**src/rtl/ssp_pkg.sv**
```systemverilog
`default_nettype none

package ssp_pkg;

  // Field widths of the request, response and configuration registers.
  localparam int OP_W    = 2;
  localparam int ANGLE_W = 12;
  localparam int SPEED_W = 10;
  localparam int PULSE_W = 16;
  localparam int TICK_W  = 10;
  localparam int FREQ_W  = 10;
  localparam int DUTY_W  = 16;
  localparam int STEP_W  = 14;

  // Operation codes carried in the request.
  localparam logic [OP_W-1:0] OP_SET     = 2'd0;
  localparam logic [OP_W-1:0] OP_TICK    = 2'd1;
  localparam logic [OP_W-1:0] OP_DISABLE = 2'd2;

  // Register indexes on the configuration port (byte address / 4).
  localparam int REG_IDX_W = 2;
  localparam logic [REG_IDX_W-1:0] REG_MIN_PULSE = 2'd0;
  localparam logic [REG_IDX_W-1:0] REG_MAX_PULSE = 2'd1;
  localparam logic [REG_IDX_W-1:0] REG_TICK      = 2'd2;
  localparam logic [REG_IDX_W-1:0] REG_FREQ      = 2'd3;
  localparam int APB_ADDR_W = REG_IDX_W + 2;
  localparam int APB_DATA_W = 32;

  // Register reset values.
  localparam logic [PULSE_W-1:0] MIN_PULSE_RST = 16'd500;
  localparam logic [PULSE_W-1:0] MAX_PULSE_RST = 16'd2500;
  localparam logic [TICK_W-1:0]  TICK_RST      = 10'd20;
  localparam logic [FREQ_W-1:0]  FREQ_RST      = 10'd50;

  // Angle and step limits, in 1/16 degree.
  localparam logic [ANGLE_W-1:0] ANGLE_FULL  = 12'd2880;
  localparam logic [ANGLE_W-1:0] ANGLE_RST   = 12'd1440;
  localparam logic [STEP_W-1:0]  STEP_FLOOR  = 14'd8;
  localparam logic [STEP_W-1:0]  STEP_CEIL   = 14'd16383;

  // Step size is floor(speed * tick * 16 / 1000) = floor(2n / 125). It is
  // formed as (2n * ceil(2^28 / 125)) >> 28, which is exact for 2n < 2^21.
  localparam int SPDTICK_W   = SPEED_W + TICK_W;
  localparam int RECIP_W     = 22;
  localparam int RECIP_SHIFT = 28;
  localparam logic [RECIP_W-1:0] RECIP_125 = 22'd2147484;
  localparam int RECIP_PROD_W = SPDTICK_W + 1 + RECIP_W;
  localparam int STEP_Q_W     = RECIP_PROD_W - RECIP_SHIFT;

  // Duty: the scaled pulse width min*(2880-a) + max*a fits 28 bits. The
  // divisor 2880 * 10^6 equals 2^12 * 703125; the power of two is a shift.
  // The rest is floor(z * M / 2^55) with M = ceil(2^55 / 703125), exact for
  // z < 703125 * 2^16. M is kept as two 18-bit halves.
  localparam int PSUM_W      = PULSE_W + ANGLE_W;
  localparam int SCALED_W    = PSUM_W + FREQ_W;
  localparam int SCALE_SHIFT = 12;
  localparam int DIVN_W      = 36;
  localparam int QUO_W       = DUTY_W;
  localparam int RECIP_D_SPLIT = 18;
  localparam int RECIP_D_SHIFT = 55;
  localparam logic [RECIP_D_SPLIT-1:0] RECIP_D_HI = 18'd195468;
  localparam logic [RECIP_D_SPLIT-1:0] RECIP_D_LO = 18'd192369;
  localparam logic [DIVN_W-1:0] DIV_LIMIT = 36'd46080000000;
  localparam logic [DUTY_W-1:0] DUTY_SAT  = 16'hFFFF;

  localparam int DUTY_BITS_DEF = 16;

  typedef struct packed {
    logic [OP_W-1:0]    operation;
    logic [ANGLE_W-1:0] target_angle;
    logic [SPEED_W-1:0] ramp_speed;
  } req_t;

  typedef struct packed {
    logic [DUTY_W-1:0]  duty;
    logic [ANGLE_W-1:0] current_angle;
    logic               moving;
    logic               enabled;
  } rsp_t;

  typedef struct packed {
    logic [PULSE_W-1:0] min_pulse_us;
    logic [PULSE_W-1:0] max_pulse_us;
    logic [TICK_W-1:0]  tick_interval_ms;
    logic [FREQ_W-1:0]  pwm_freq_hz;
  } cfg_t;

  typedef struct packed {
    logic accept;
    logic step_mul;
    logic step_recip;
    logic step_clamp;
    logic step_apply;
    logic mul_a;
    logic mul_b;
    logic mul_f;
    logic div_start;
    logic rsp_load;
  } cmd_t;

  typedef struct packed {
    logic set_ramp;
    logic div_done;
  } sts_t;

endpackage

`default_nettype wire

```
**src/rtl/ssp_div.sv**
```systemverilog
`default_nettype none

// Divides by the fixed constant 703125 with a reciprocal multiply spread over
// registered steps: the low half of the reciprocal on the start edge, then the
// high half, then the aligned sum. The dividend must be below 703125 * 2^16
// so the quotient fits 16 bits.
module ssp_div (
  input  wire logic                       clk,
  input  wire logic                       rst,
  input  wire logic                       start,
  input  wire logic [ssp_pkg::DIVN_W-1:0] dividend,
  output logic      [ssp_pkg::QUO_W-1:0]  quotient,
  output logic                            done
);

  localparam int PROD_W  = ssp_pkg::DIVN_W + ssp_pkg::RECIP_D_SPLIT;
  localparam int SUM_W   = PROD_W + 1;
  localparam int SUM_LSB = ssp_pkg::RECIP_D_SHIFT - ssp_pkg::RECIP_D_SPLIT;

  logic [ssp_pkg::DIVN_W-1:0] num;
  logic [PROD_W-1:0]          prod_lo;
  logic [PROD_W-1:0]          prod_hi;
  logic [SUM_W-1:0]           prod_sum;
  logic [1:0]                 phase;

  // The low product's bits below the split never carry into the quotient.
  assign prod_sum = {1'b0, prod_hi} +
                    SUM_W'(prod_lo[PROD_W-1:ssp_pkg::RECIP_D_SPLIT]);
  assign done     = phase[1];

  always_ff @(posedge clk) begin
    if (rst) begin
      phase <= '0;
    end else begin
      phase <= {phase[0], start};
    end
  end

  always_ff @(posedge clk) begin
    if (start) begin
      num     <= dividend;
      prod_lo <= PROD_W'(dividend) * PROD_W'(ssp_pkg::RECIP_D_LO);
    end
    if (phase[0]) begin
      prod_hi <= PROD_W'(num) * PROD_W'(ssp_pkg::RECIP_D_HI);
    end
    if (phase[1]) begin
      quotient <= prod_sum[SUM_LSB+ssp_pkg::QUO_W-1:SUM_LSB];
    end
  end

endmodule

`default_nettype wire

```
**src/rtl/ssp_datapath.sv**
```systemverilog
`default_nettype none

// Angle state, ramp step sizing and the duty computation.
module ssp_datapath #(
  parameter int DUTY_BITS = ssp_pkg::DUTY_BITS_DEF
) (
  input  wire logic          clk,
  input  wire logic          rst,
  input  wire ssp_pkg::cmd_t cmd,
  output ssp_pkg::sts_t      sts,
  input  wire ssp_pkg::cfg_t cfg,
  input  wire ssp_pkg::req_t req_data,
  output ssp_pkg::rsp_t      rsp_data
);

  localparam int SHW  = ssp_pkg::SCALED_W + DUTY_BITS;
  localparam int ZW   = SHW - ssp_pkg::SCALE_SHIFT;
  localparam int CMPW = (ZW > ssp_pkg::DIVN_W) ? ZW : ssp_pkg::DIVN_W;

  // Architectural state.
  logic [ssp_pkg::ANGLE_W-1:0] cur;
  logic [ssp_pkg::ANGLE_W-1:0] tgt;
  logic [ssp_pkg::STEP_W-1:0]  step_size;
  logic                        enabled;

  // Working registers.
  logic [ssp_pkg::SPEED_W-1:0]      spd;
  logic [ssp_pkg::SPDTICK_W-1:0]    spd_tick;
  logic [ssp_pkg::RECIP_PROD_W-1:0] recip_prod;
  logic [ssp_pkg::PSUM_W-1:0]       part_a;
  logic [ssp_pkg::PSUM_W-1:0]       psum;
  logic [ssp_pkg::SCALED_W-1:0]     scaled;
  logic                             sat;

  logic [ssp_pkg::ANGLE_W-1:0]  tgt_clamped;
  logic [ssp_pkg::ANGLE_W-1:0]  cur_stepped;
  logic [ssp_pkg::ANGLE_W+2:0]  up_sum;
  logic [ssp_pkg::ANGLE_W+2:0]  tgt_plus;
  logic [ssp_pkg::STEP_Q_W-1:0] step_q;
  logic [ssp_pkg::STEP_W-1:0]   step_clamped;
  logic [SHW-1:0]               scaled_sh;
  logic [CMPW-1:0]              z_ext;
  logic [ssp_pkg::QUO_W-1:0]    quotient;
  logic                         div_done;

  assign tgt_clamped = (req_data.target_angle > ssp_pkg::ANGLE_FULL) ?
                       ssp_pkg::ANGLE_FULL : req_data.target_angle;

  // One ramp step toward the target, stopping on it rather than past it.
  assign up_sum   = {3'b000, cur} + {1'b0, step_size};
  assign tgt_plus = {3'b000, tgt} + {1'b0, step_size};

  always_comb begin
    if (cur < tgt) begin
      cur_stepped = (up_sum > {3'b000, tgt}) ? tgt : up_sum[ssp_pkg::ANGLE_W-1:0];
    end else if (cur > tgt) begin
      cur_stepped = ({3'b000, cur} > tgt_plus) ?
                    (cur - step_size[ssp_pkg::ANGLE_W-1:0]) : tgt;
    end else begin
      cur_stepped = cur;
    end
  end

  assign step_q = recip_prod[ssp_pkg::RECIP_PROD_W-1:ssp_pkg::RECIP_SHIFT];

  always_comb begin
    if (step_q < ssp_pkg::STEP_Q_W'(ssp_pkg::STEP_FLOOR)) begin
      step_clamped = ssp_pkg::STEP_FLOOR;
    end else if (step_q > ssp_pkg::STEP_Q_W'(ssp_pkg::STEP_CEIL)) begin
      step_clamped = ssp_pkg::STEP_CEIL;
    end else begin
      step_clamped = step_q[ssp_pkg::STEP_W-1:0];
    end
  end

  assign scaled_sh = {scaled, {DUTY_BITS{1'b0}}};
  assign z_ext     = CMPW'(scaled_sh[SHW-1:ssp_pkg::SCALE_SHIFT]);

  assign sts.set_ramp = (req_data.operation == ssp_pkg::OP_SET) &&
                        (req_data.ramp_speed != '0);
  assign sts.div_done = div_done;

  always_ff @(posedge clk) begin
    if (rst) begin
      cur       <= ssp_pkg::ANGLE_RST;
      tgt       <= ssp_pkg::ANGLE_RST;
      step_size <= ssp_pkg::STEP_FLOOR;
      enabled   <= 1'b1;
    end else begin
      if (cmd.accept) begin
        case (req_data.operation)
          ssp_pkg::OP_SET: begin
            tgt     <= tgt_clamped;
            enabled <= 1'b1;
            if (req_data.ramp_speed == '0) begin
              cur <= tgt_clamped;
            end
          end
          ssp_pkg::OP_TICK: begin
            cur <= cur_stepped;
          end
          ssp_pkg::OP_DISABLE: begin
            enabled <= 1'b0;
          end
          default: begin
          end
        endcase
      end
      if (cmd.step_clamp) begin
        step_size <= step_clamped;
      end
      if (cmd.step_apply) begin
        cur <= cur_stepped;
      end
    end
  end

  always_ff @(posedge clk) begin
    if (cmd.accept) begin
      spd <= req_data.ramp_speed;
    end
    if (cmd.step_mul) begin
      spd_tick <= ssp_pkg::SPDTICK_W'(spd) * ssp_pkg::SPDTICK_W'(cfg.tick_interval_ms);
    end
    if (cmd.step_recip) begin
      recip_prod <= ssp_pkg::RECIP_PROD_W'({spd_tick, 1'b0}) *
                    ssp_pkg::RECIP_PROD_W'(ssp_pkg::RECIP_125);
    end
    if (cmd.mul_a) begin
      part_a <= ssp_pkg::PSUM_W'(cfg.min_pulse_us) *
                ssp_pkg::PSUM_W'(ssp_pkg::ANGLE_FULL - cur);
    end
    if (cmd.mul_b) begin
      psum <= part_a + ssp_pkg::PSUM_W'(cfg.max_pulse_us) * ssp_pkg::PSUM_W'(cur);
    end
    if (cmd.mul_f) begin
      scaled <= ssp_pkg::SCALED_W'(psum) * ssp_pkg::SCALED_W'(cfg.pwm_freq_hz);
    end
    if (cmd.div_start) begin
      sat <= (z_ext >= CMPW'(ssp_pkg::DIV_LIMIT));
    end
    if (cmd.rsp_load) begin
      if (!enabled) begin
        rsp_data.duty <= '0;
      end else if (sat) begin
        rsp_data.duty <= ssp_pkg::DUTY_SAT;
      end else begin
        rsp_data.duty <= quotient;
      end
      rsp_data.current_angle <= cur;
      rsp_data.moving        <= (cur != tgt);
      rsp_data.enabled       <= enabled;
    end
  end

  ssp_div u_div (
    .clk      (clk),
    .rst      (rst),
    .start    (cmd.div_start),
    .dividend (z_ext[ssp_pkg::DIVN_W-1:0]),
    .quotient (quotient),
    .done     (div_done)
  );

endmodule

`default_nettype wire

```
**src/rtl/ssp_ctrl.sv**
```systemverilog
`default_nettype none

// Sequencer: walks one request through step sizing (ramping sets only),
// the duty multiplies and the divider, then loads the response register.
module ssp_ctrl (
  input  wire logic          clk,
  input  wire logic          rst,
  input  wire logic          req_valid,
  output logic               req_stall,
  output logic               rsp_valid,
  input  wire logic          rsp_stall,
  output ssp_pkg::cmd_t      cmd,
  input  wire ssp_pkg::sts_t sts
);

  typedef enum logic [10:0] {
    S_IDLE       = 11'b000_0000_0001,
    S_STEP_MUL   = 11'b000_0000_0010,
    S_STEP_RECIP = 11'b000_0000_0100,
    S_STEP_CLAMP = 11'b000_0000_1000,
    S_STEP_APPLY = 11'b000_0001_0000,
    S_MUL_A      = 11'b000_0010_0000,
    S_MUL_B      = 11'b000_0100_0000,
    S_MUL_F      = 11'b000_1000_0000,
    S_DIV_START  = 11'b001_0000_0000,
    S_DIV_RUN    = 11'b010_0000_0000,
    S_DONE       = 11'b100_0000_0000
  } state_t;

  state_t state;
  state_t state_next;

  assign req_stall = (state != S_IDLE);

  always_comb begin
    state_next = state;
    cmd        = '0;
    case (state)
      S_IDLE: begin
        if (req_valid) begin
          cmd.accept = 1'b1;
          state_next = sts.set_ramp ? S_STEP_MUL : S_MUL_A;
        end
      end
      S_STEP_MUL: begin
        cmd.step_mul = 1'b1;
        state_next   = S_STEP_RECIP;
      end
      S_STEP_RECIP: begin
        cmd.step_recip = 1'b1;
        state_next     = S_STEP_CLAMP;
      end
      S_STEP_CLAMP: begin
        cmd.step_clamp = 1'b1;
        state_next     = S_STEP_APPLY;
      end
      S_STEP_APPLY: begin
        cmd.step_apply = 1'b1;
        state_next     = S_MUL_A;
      end
      S_MUL_A: begin
        cmd.mul_a  = 1'b1;
        state_next = S_MUL_B;
      end
      S_MUL_B: begin
        cmd.mul_b  = 1'b1;
        state_next = S_MUL_F;
      end
      S_MUL_F: begin
        cmd.mul_f  = 1'b1;
        state_next = S_DIV_START;
      end
      S_DIV_START: begin
        cmd.div_start = 1'b1;
        state_next    = S_DIV_RUN;
      end
      S_DIV_RUN: begin
        if (sts.div_done) begin
          state_next = S_DONE;
        end
      end
      S_DONE: begin
        if (!rsp_valid || !rsp_stall) begin
          cmd.rsp_load = 1'b1;
          state_next   = S_IDLE;
        end
      end
      default: begin
        state_next = S_IDLE;
      end
    endcase
  end

  always_ff @(posedge clk) begin
    if (rst) begin
      state     <= S_IDLE;
      rsp_valid <= 1'b0;
    end else begin
      state <= state_next;
      if (cmd.rsp_load) begin
        rsp_valid <= 1'b1;
      end else if (!rsp_stall) begin
        rsp_valid <= 1'b0;
      end
    end
  end

endmodule

`default_nettype wire

```
**src/rtl/servo_slew_pwm_duty_core.sv**
```systemverilog
// Servo slew limiter with a PWM duty output.
// Requests arrive on req_valid/req_data and are taken at a clock edge where
// req_valid is high and req_stall is low. A set request clamps the target to
// 180 degrees and, at nonzero speed, sizes a ramp step and takes the first
// step; a tick request moves the angle one step; a disable request forces a
// duty of zero until the next set. Every request yields exactly one response
// on rsp_valid/rsp_data, taken where rsp_valid is high and rsp_stall is low.
// The four settings registers sit on an APB port at byte addresses 0, 4, 8
// and 12; they are meant to be written only while the block is idle.
// For each request the pulse width is formed by the min and max multiplies
// and scaled by the frequency multiply, then divided into a duty word by
// the reciprocal multiply; a ramping set first sizes the step and takes it.
// One request is worked on at a time, so a request is taken only once the
// last response has been loaded. The response sits in an output register,
// so a new request is taken while a stalled response still waits; only the
// next response then waits for the receiver. Synchronous reset puts the
// servo at ninety degrees, target equal, half-degree step, output enabled,
// and the registers at 500 us, 2500 us, 20 ms and 50 Hz.
`default_nettype none

module servo_slew_pwm_duty_core #(
  // Duty resolution in bits, 8 to 20.
  parameter int DUTY_BITS = ssp_pkg::DUTY_BITS_DEF
) (
  input  wire logic                           clk,
  input  wire logic                           rst,
  input  wire logic                           req_valid,
  output logic                                req_stall,
  input  wire ssp_pkg::req_t                  req_data,
  output logic                                rsp_valid,
  input  wire logic                           rsp_stall,
  output ssp_pkg::rsp_t                       rsp_data,
  input  wire logic                           psel,
  input  wire logic                           penable,
  input  wire logic                           pwrite,
  input  wire logic [ssp_pkg::APB_ADDR_W-1:0] paddr,
  input  wire logic [ssp_pkg::APB_DATA_W-1:0] pwdata,
  output logic      [ssp_pkg::APB_DATA_W-1:0] prdata,
  output logic                                pready
);

  ssp_pkg::cfg_t cfg;
  ssp_pkg::cmd_t cmd;
  ssp_pkg::sts_t sts;

  logic                            cfg_write;
  logic [ssp_pkg::REG_IDX_W-1:0]   reg_idx;

  // The port never inserts wait states.
  assign pready    = 1'b1;
  assign cfg_write = psel && penable && pwrite && pready;
  assign reg_idx   = paddr[ssp_pkg::APB_ADDR_W-1:2];

  // Settings registers. Values are taken as written, truncated to their width.
  always_ff @(posedge clk) begin
    if (rst) begin
      cfg.min_pulse_us     <= ssp_pkg::MIN_PULSE_RST;
      cfg.max_pulse_us     <= ssp_pkg::MAX_PULSE_RST;
      cfg.tick_interval_ms <= ssp_pkg::TICK_RST;
      cfg.pwm_freq_hz      <= ssp_pkg::FREQ_RST;
    end else if (cfg_write) begin
      case (reg_idx)
        ssp_pkg::REG_MIN_PULSE: cfg.min_pulse_us     <= pwdata[ssp_pkg::PULSE_W-1:0];
        ssp_pkg::REG_MAX_PULSE: cfg.max_pulse_us     <= pwdata[ssp_pkg::PULSE_W-1:0];
        ssp_pkg::REG_TICK:      cfg.tick_interval_ms <= pwdata[ssp_pkg::TICK_W-1:0];
        ssp_pkg::REG_FREQ:      cfg.pwm_freq_hz      <= pwdata[ssp_pkg::FREQ_W-1:0];
        default: begin
        end
      endcase
    end
  end

  // Read back, zero-extended to the bus width.
  always_comb begin
    case (reg_idx)
      ssp_pkg::REG_MIN_PULSE: prdata = ssp_pkg::APB_DATA_W'(cfg.min_pulse_us);
      ssp_pkg::REG_MAX_PULSE: prdata = ssp_pkg::APB_DATA_W'(cfg.max_pulse_us);
      ssp_pkg::REG_TICK:      prdata = ssp_pkg::APB_DATA_W'(cfg.tick_interval_ms);
      ssp_pkg::REG_FREQ:      prdata = ssp_pkg::APB_DATA_W'(cfg.pwm_freq_hz);
      default:                prdata = '0;
    endcase
  end

  // The controller sequences each request; the datapath holds the servo
  // state, the step and duty arithmetic, and the response register.
  ssp_ctrl u_ctrl (
    .clk       (clk),
    .rst       (rst),
    .req_valid (req_valid),
    .req_stall (req_stall),
    .rsp_valid (rsp_valid),
    .rsp_stall (rsp_stall),
    .cmd       (cmd),
    .sts       (sts)
  );

  ssp_datapath #(
    .DUTY_BITS (DUTY_BITS)
  ) u_datapath (
    .clk      (clk),
    .rst      (rst),
    .cmd      (cmd),
    .sts      (sts),
    .cfg      (cfg),
    .req_data (req_data),
    .rsp_data (rsp_data)
  );

  // The reported angle never leaves the 0 to 180 degree range.
  assert property (@(posedge clk) disable iff (rst)
    rsp_valid |-> (rsp_data.current_angle <= ssp_pkg::ANGLE_FULL))
    else $error("response angle beyond 180 degrees");

  // A disabled output always reports a zero duty.
  assert property (@(posedge clk) disable iff (rst)
    (rsp_valid && !rsp_data.enabled) |-> (rsp_data.duty == '0))
    else $error("nonzero duty while disabled");

  // Once a request is taken the block is busy on the next cycle.
  assert property (@(posedge clk) disable iff (rst)
    (req_valid && !req_stall) |=> req_stall)
    else $error("request taken while another is in progress");

endmodule

`default_nettype wire

```
**config.mk**
```make
export PLATFORM = sky130hd
export DESIGN_NAME = servo_slew_pwm_duty_core
export DESIGN_NICKNAME = d
export VERILOG_FILES = /design/src/rtl/ssp_pkg.sv /design/src/rtl/ssp_div.sv /design/src/rtl/ssp_datapath.sv /design/src/rtl/ssp_ctrl.sv /design/src/rtl/servo_slew_pwm_duty_core.sv
export SDC_FILE = /design/constraint.sdc
export NUM_CORES = 2
export LEC_CHECK = 0
export ABC_CLOCK_PERIOD_IN_PS = 7400
export BUFFER_PORTS_ARGS = -buffer_cell sky130_fd_sc_hd__buf_2
export CORE_MARGIN = 4
export CORE_UTILIZATION = 55
export CTS_CLUSTER_SIZE = 40
export DETAILED_ROUTE_END_ITERATION = 10
export GPL_ROUTABILITY_DRIVEN = 0
export PLACE_DENSITY_LB_ADDON = 0.08
export REMOVE_ABC_BUFFERS = 1
export SYNTH_ARGS = -nofsm -noshare
export SYNTH_HDL_FRONTEND = slang
export SYNTH_SLANG_ARGS = --single-unit
```
**constraint.sdc**
```tcl
create_clock -name clk -period 7.4 [get_ports clk]
set_input_delay 1.11 -clock clk [delete_from_list [all_inputs] [get_ports clk]]
set_output_delay 1.11 -clock clk [all_outputs]
set_load 0.1 [all_outputs]
```
==> results.py <==
metrics = {
    "synth": {
        "synthesis.instances": 7020,
        "synth_seq_cells": 400,
        "seq_area_frac_synth": 0.157,
        "synth_top_area_share": 0.360,
        "synth-edff-count": 295,
        "synth_area_leaders": "fa_1, ha_1, edfxtp_1, inv_1, and2_1",
        "syn_area_mm2": 0.0698,
        "ys_async_sr_fraction": 0,
        "ys_warn_count": 0,
        "yosysTopAreaCell": "fa_1",
        "synth.distinct_cells": 91,
        "ys.flop_type": "edfxtp_1",
        "syn_avg_cell_area_um2": 9.95,
    },
    "timing": {
        "slew_violations": 0,
        "max_freq_mhz": 139,
        "fin_crit_sh": 0.969,
        "period_needed_ps": 7170,
        "setup-tns-final_ps": 0,
        "clock_skew_ps": 49.6,
        "finalHoldViolCount": 0,
        "slew_headroom": 0.127,
        "setup_slack_ps": 230,
        "setup_viol": 0,
        "hold_ws_ps": 512,
        "tightestPinTransition_ps": 1300,
    },
    "critical_path": {
        "cp_common_cell": "fa_1",
        "cp.arrival_ps": 7550,
        "crit_family": "adder cells",
        "crit_required_ps": 7780,
        "slowest_stage": "fa_1",
        "critical_path_depth": 27,
        "critPathBufInv": 7,
        "worstPathMaxFanout": 5,
        "rr_worst_depth": 27,
        "worstSetupEndpointType": "flip-flop",
        "cp-start-kind": "flip-flop",
        "crit_type": "flip-flop to flip-flop",
        "slowest_delay_ps": 520,
    },
    "floorplan": {
        "core_mm2": 0.126,
        "ioPinCount": 132,
        "die_area_mm2": 0.133,
        "initial_core_util": 0.555,
        "std_cell_rows": 130,
        "die_w_um": 364,
        "die_h_um": 364,
    },
    "pwr": {
        "ir_drop_mv": 0.484,
        "p_total_mw": 14.4,
        "power.density_mw_per_mm2": 193,
        "p_leak_nw": 37.3,
    },
    "run_status": {
        "status": "finished clean",
    },
    "layout": {
        "diodes": 0,
        "drive_above_1_share": 0.0592,
        "final_area_mm2": 0.0747,
        "syn_to_final_growth_pct": 7.00,
        "final_cells": 8827,
        "nets": 9377,
        "fin_util": 0.594,
    },
    "clock_network": {
        "postCtsHoldBufs": 0,
        "cts_buffer_depth": 3,
        "cts.clk_slew.worst_paths_ps": 60,
        "cts_inserted_buffers": 52,
        "cts_sinks": 400,
        "cts_tree": "built",
        "cts_root_buffer": "clkbuf_16",
        "cts_max_level": 2,
        "insertion_delay_ps": 670,
    },
    "placed_design": {
        "numPortBuffers": 96,
        "post-dp-hpwl_um": 140000,
        "place_area_mm2": 0.0726,
        "placedCellCount": 8705,
        "dp_slack_ps": -133,
    },
    "drt": {
        "dr.pass1.iters": 5,
        "ant_nets": 0,
        "num_vias": 47096,
        "drt-initial-drc-count": 2208,
        "drc": 0,
        "wl_per_cell_um": 18.8,
        "wl_um": 166000,
        "vias_per_cell": 5.34,
    },
    "grt": {
        "grt_max_degree": 64,
        "grt_most_used_layer": "met2",
        "first_global_vias": 51085,
        "grt-ovfl-total": 0,
        "gr-usage-all-layers": 0.262,
        "use_met3": 0.0330,
        "use_met2": 0.463,
        "use_met1": 0.337,
        "grt_antenna_before_repair": 4,
        "grt_pass1_wl_um": 274000,
    },
    "job": {
        "maxCapViolations": 0,
    },
    "hold_path": {
        "hold_path_class": "flip-flop to flip-flop",
        "whs_path_depth": 2,
    },
}
timing repair:
| item | in CTS | in global routing |
|---|---|---|
| pin swaps | 2 | 29 |
| resized for setup | 6 | 35 |
| endpoints found under the setup margin | 3 | 9 |
| setup buffers | 0 | 26 |
routing by layer:
layer | vias to the layer above | share of wire
met5 | - | 0
met4 | 0 | 0.035
met3 | 267 | 0.041
met2 | 895 | 0.50
met1 | 23799 | 0.42
li1 | 22135 | -
registers in the layout (all words and copies together), names as in the netlist, 2 cells and up:
name                       cells
cfg                           52
u_ctrl.state                  11
u_datapath.cur                12
u_datapath.part_a             28
u_datapath.psum               28
u_datapath.recip_prod         15
u_datapath.rsp_data           30
u_datapath.scaled             38
u_datapath.spd                10
u_datapath.spd_tick           20
u_datapath.step_size          14
u_datapath.tgt                12
u_datapath.u_div.num          28
u_datapath.u_div.phase         2
u_datapath.u_div.prod_hi      47
u_datapath.u_div.prod_lo      34
u_datapath.u_div.quotient     16
cells in the mapped netlist, types with 51 or more instances:
library cell / n
inv_1: 1672
xor2_1: 65
fa_1: 1255
o21a_1: 62
nand3_1: 60
and2_1: 376
a21o_1: 92
nor3_1: 51
o21ai_0: 72
nand2_1: 606
dfxtp_1: 105
ha_1: 920
nor2_1: 232
xnor2_1: 166
a21oi_1: 239
edfxtp_1: 295
clkbuf_1: 177
worst register-to-register path, stage by stage (launching register included):
cell and delay [ps]:
dfxtp_1 310, or3_4 400, o41a_1 430, o21a_1 260, buf_4 150, xnor2_2 120
buf_4 170, buf_4 140, and2_1 170, fa_1 500, inv_1 50, fa_1 500
inv_1 60, fa_1 520, fa_1 430, fa_1 490, inv_1 50, fa_1 470
inv_1 60, ha_4 220, nor2b_2 170, nor3_2 250, a21oi_4 110, o21ai_2 210
o211ai_1 130, and2_4 170, a221oi_2 250, xnor2_1 100
report_power, final:
part	internal [mW]	switching [mW]	total, mW
registers	2.81	0.0898	2.90
logic	4.09	4.87	8.96
clock network	1.45	1.12	2.57
total	8.36	6.08	14.4
cell families after synthesis:
kind of cell,Yosys count,synth area share
simple gates,1540,0.107
flops,400,0.157
other cells,2,0.000108
compound gates,738,0.0703
mux,55,0.00969
fa+ha+maj,2175,0.525
xor+xnor,231,0.0290
buf+inv,1879,0.102
area by class of cell:
type                            instances  area (um^2)
Clock buffer                           63         1380
Clock inverter                         33          310
Fill cell                           11030        51200
Inverter                             1672         6280
Multi-Input combinational cell       4756        52000
Sequential cell                       400        11000
Tap cell                             1650         2060
Timing Repair Buffer                  253         1690
worst paths after layout:
check / start / to / slack, ps
setup / recovery: u_datapath.cur[4]$_SDFFE_PP0P_ / u_datapath.part_a[27]$_DFFE_PP_ / 230
hold / removal: u_datapath.step_size[2]$_SDFFE_PP0P_ / u_datapath.step_size[2]$_SDFFE_PP0P_ / 510
setup reg to reg: u_datapath.cur[4]$_SDFFE_PP0P_ / u_datapath.part_a[27]$_DFFE_PP_ / 230
hold reg to reg: u_datapath.step_size[2]$_SDFFE_PP0P_ / u_datapath.step_size[2]$_SDFFE_PP0P_ / 510
layout by cell type (no fill, tap or decap), drive strengths merged, types with 15 or more instances in the layout:
cell    synthesis  routed
a211oi         40      40
a21o           93      93
a21oi         240     240
a31oi          16      16
and2          376     376
and3           21      21
buf            30     253
clkbuf        177      63
conb            2      17
dfxtp         105     105
edfxtp        295     295
fa           1255    1255
ha            920     920
inv          1672    1685
mux2i          44      44
nand2         606     606
nand2b         36      36
nand3          60      60
nand3b         15      15
nand4          31      31
nor2          232     232
nor2b          44      44
nor3           52      52
o211ai         21      21
o21a           62      62
o21ai         116     116
o21bai         24      24
xnor2         166     166
xor2           65      65
(Power assumes the default switching activity.)
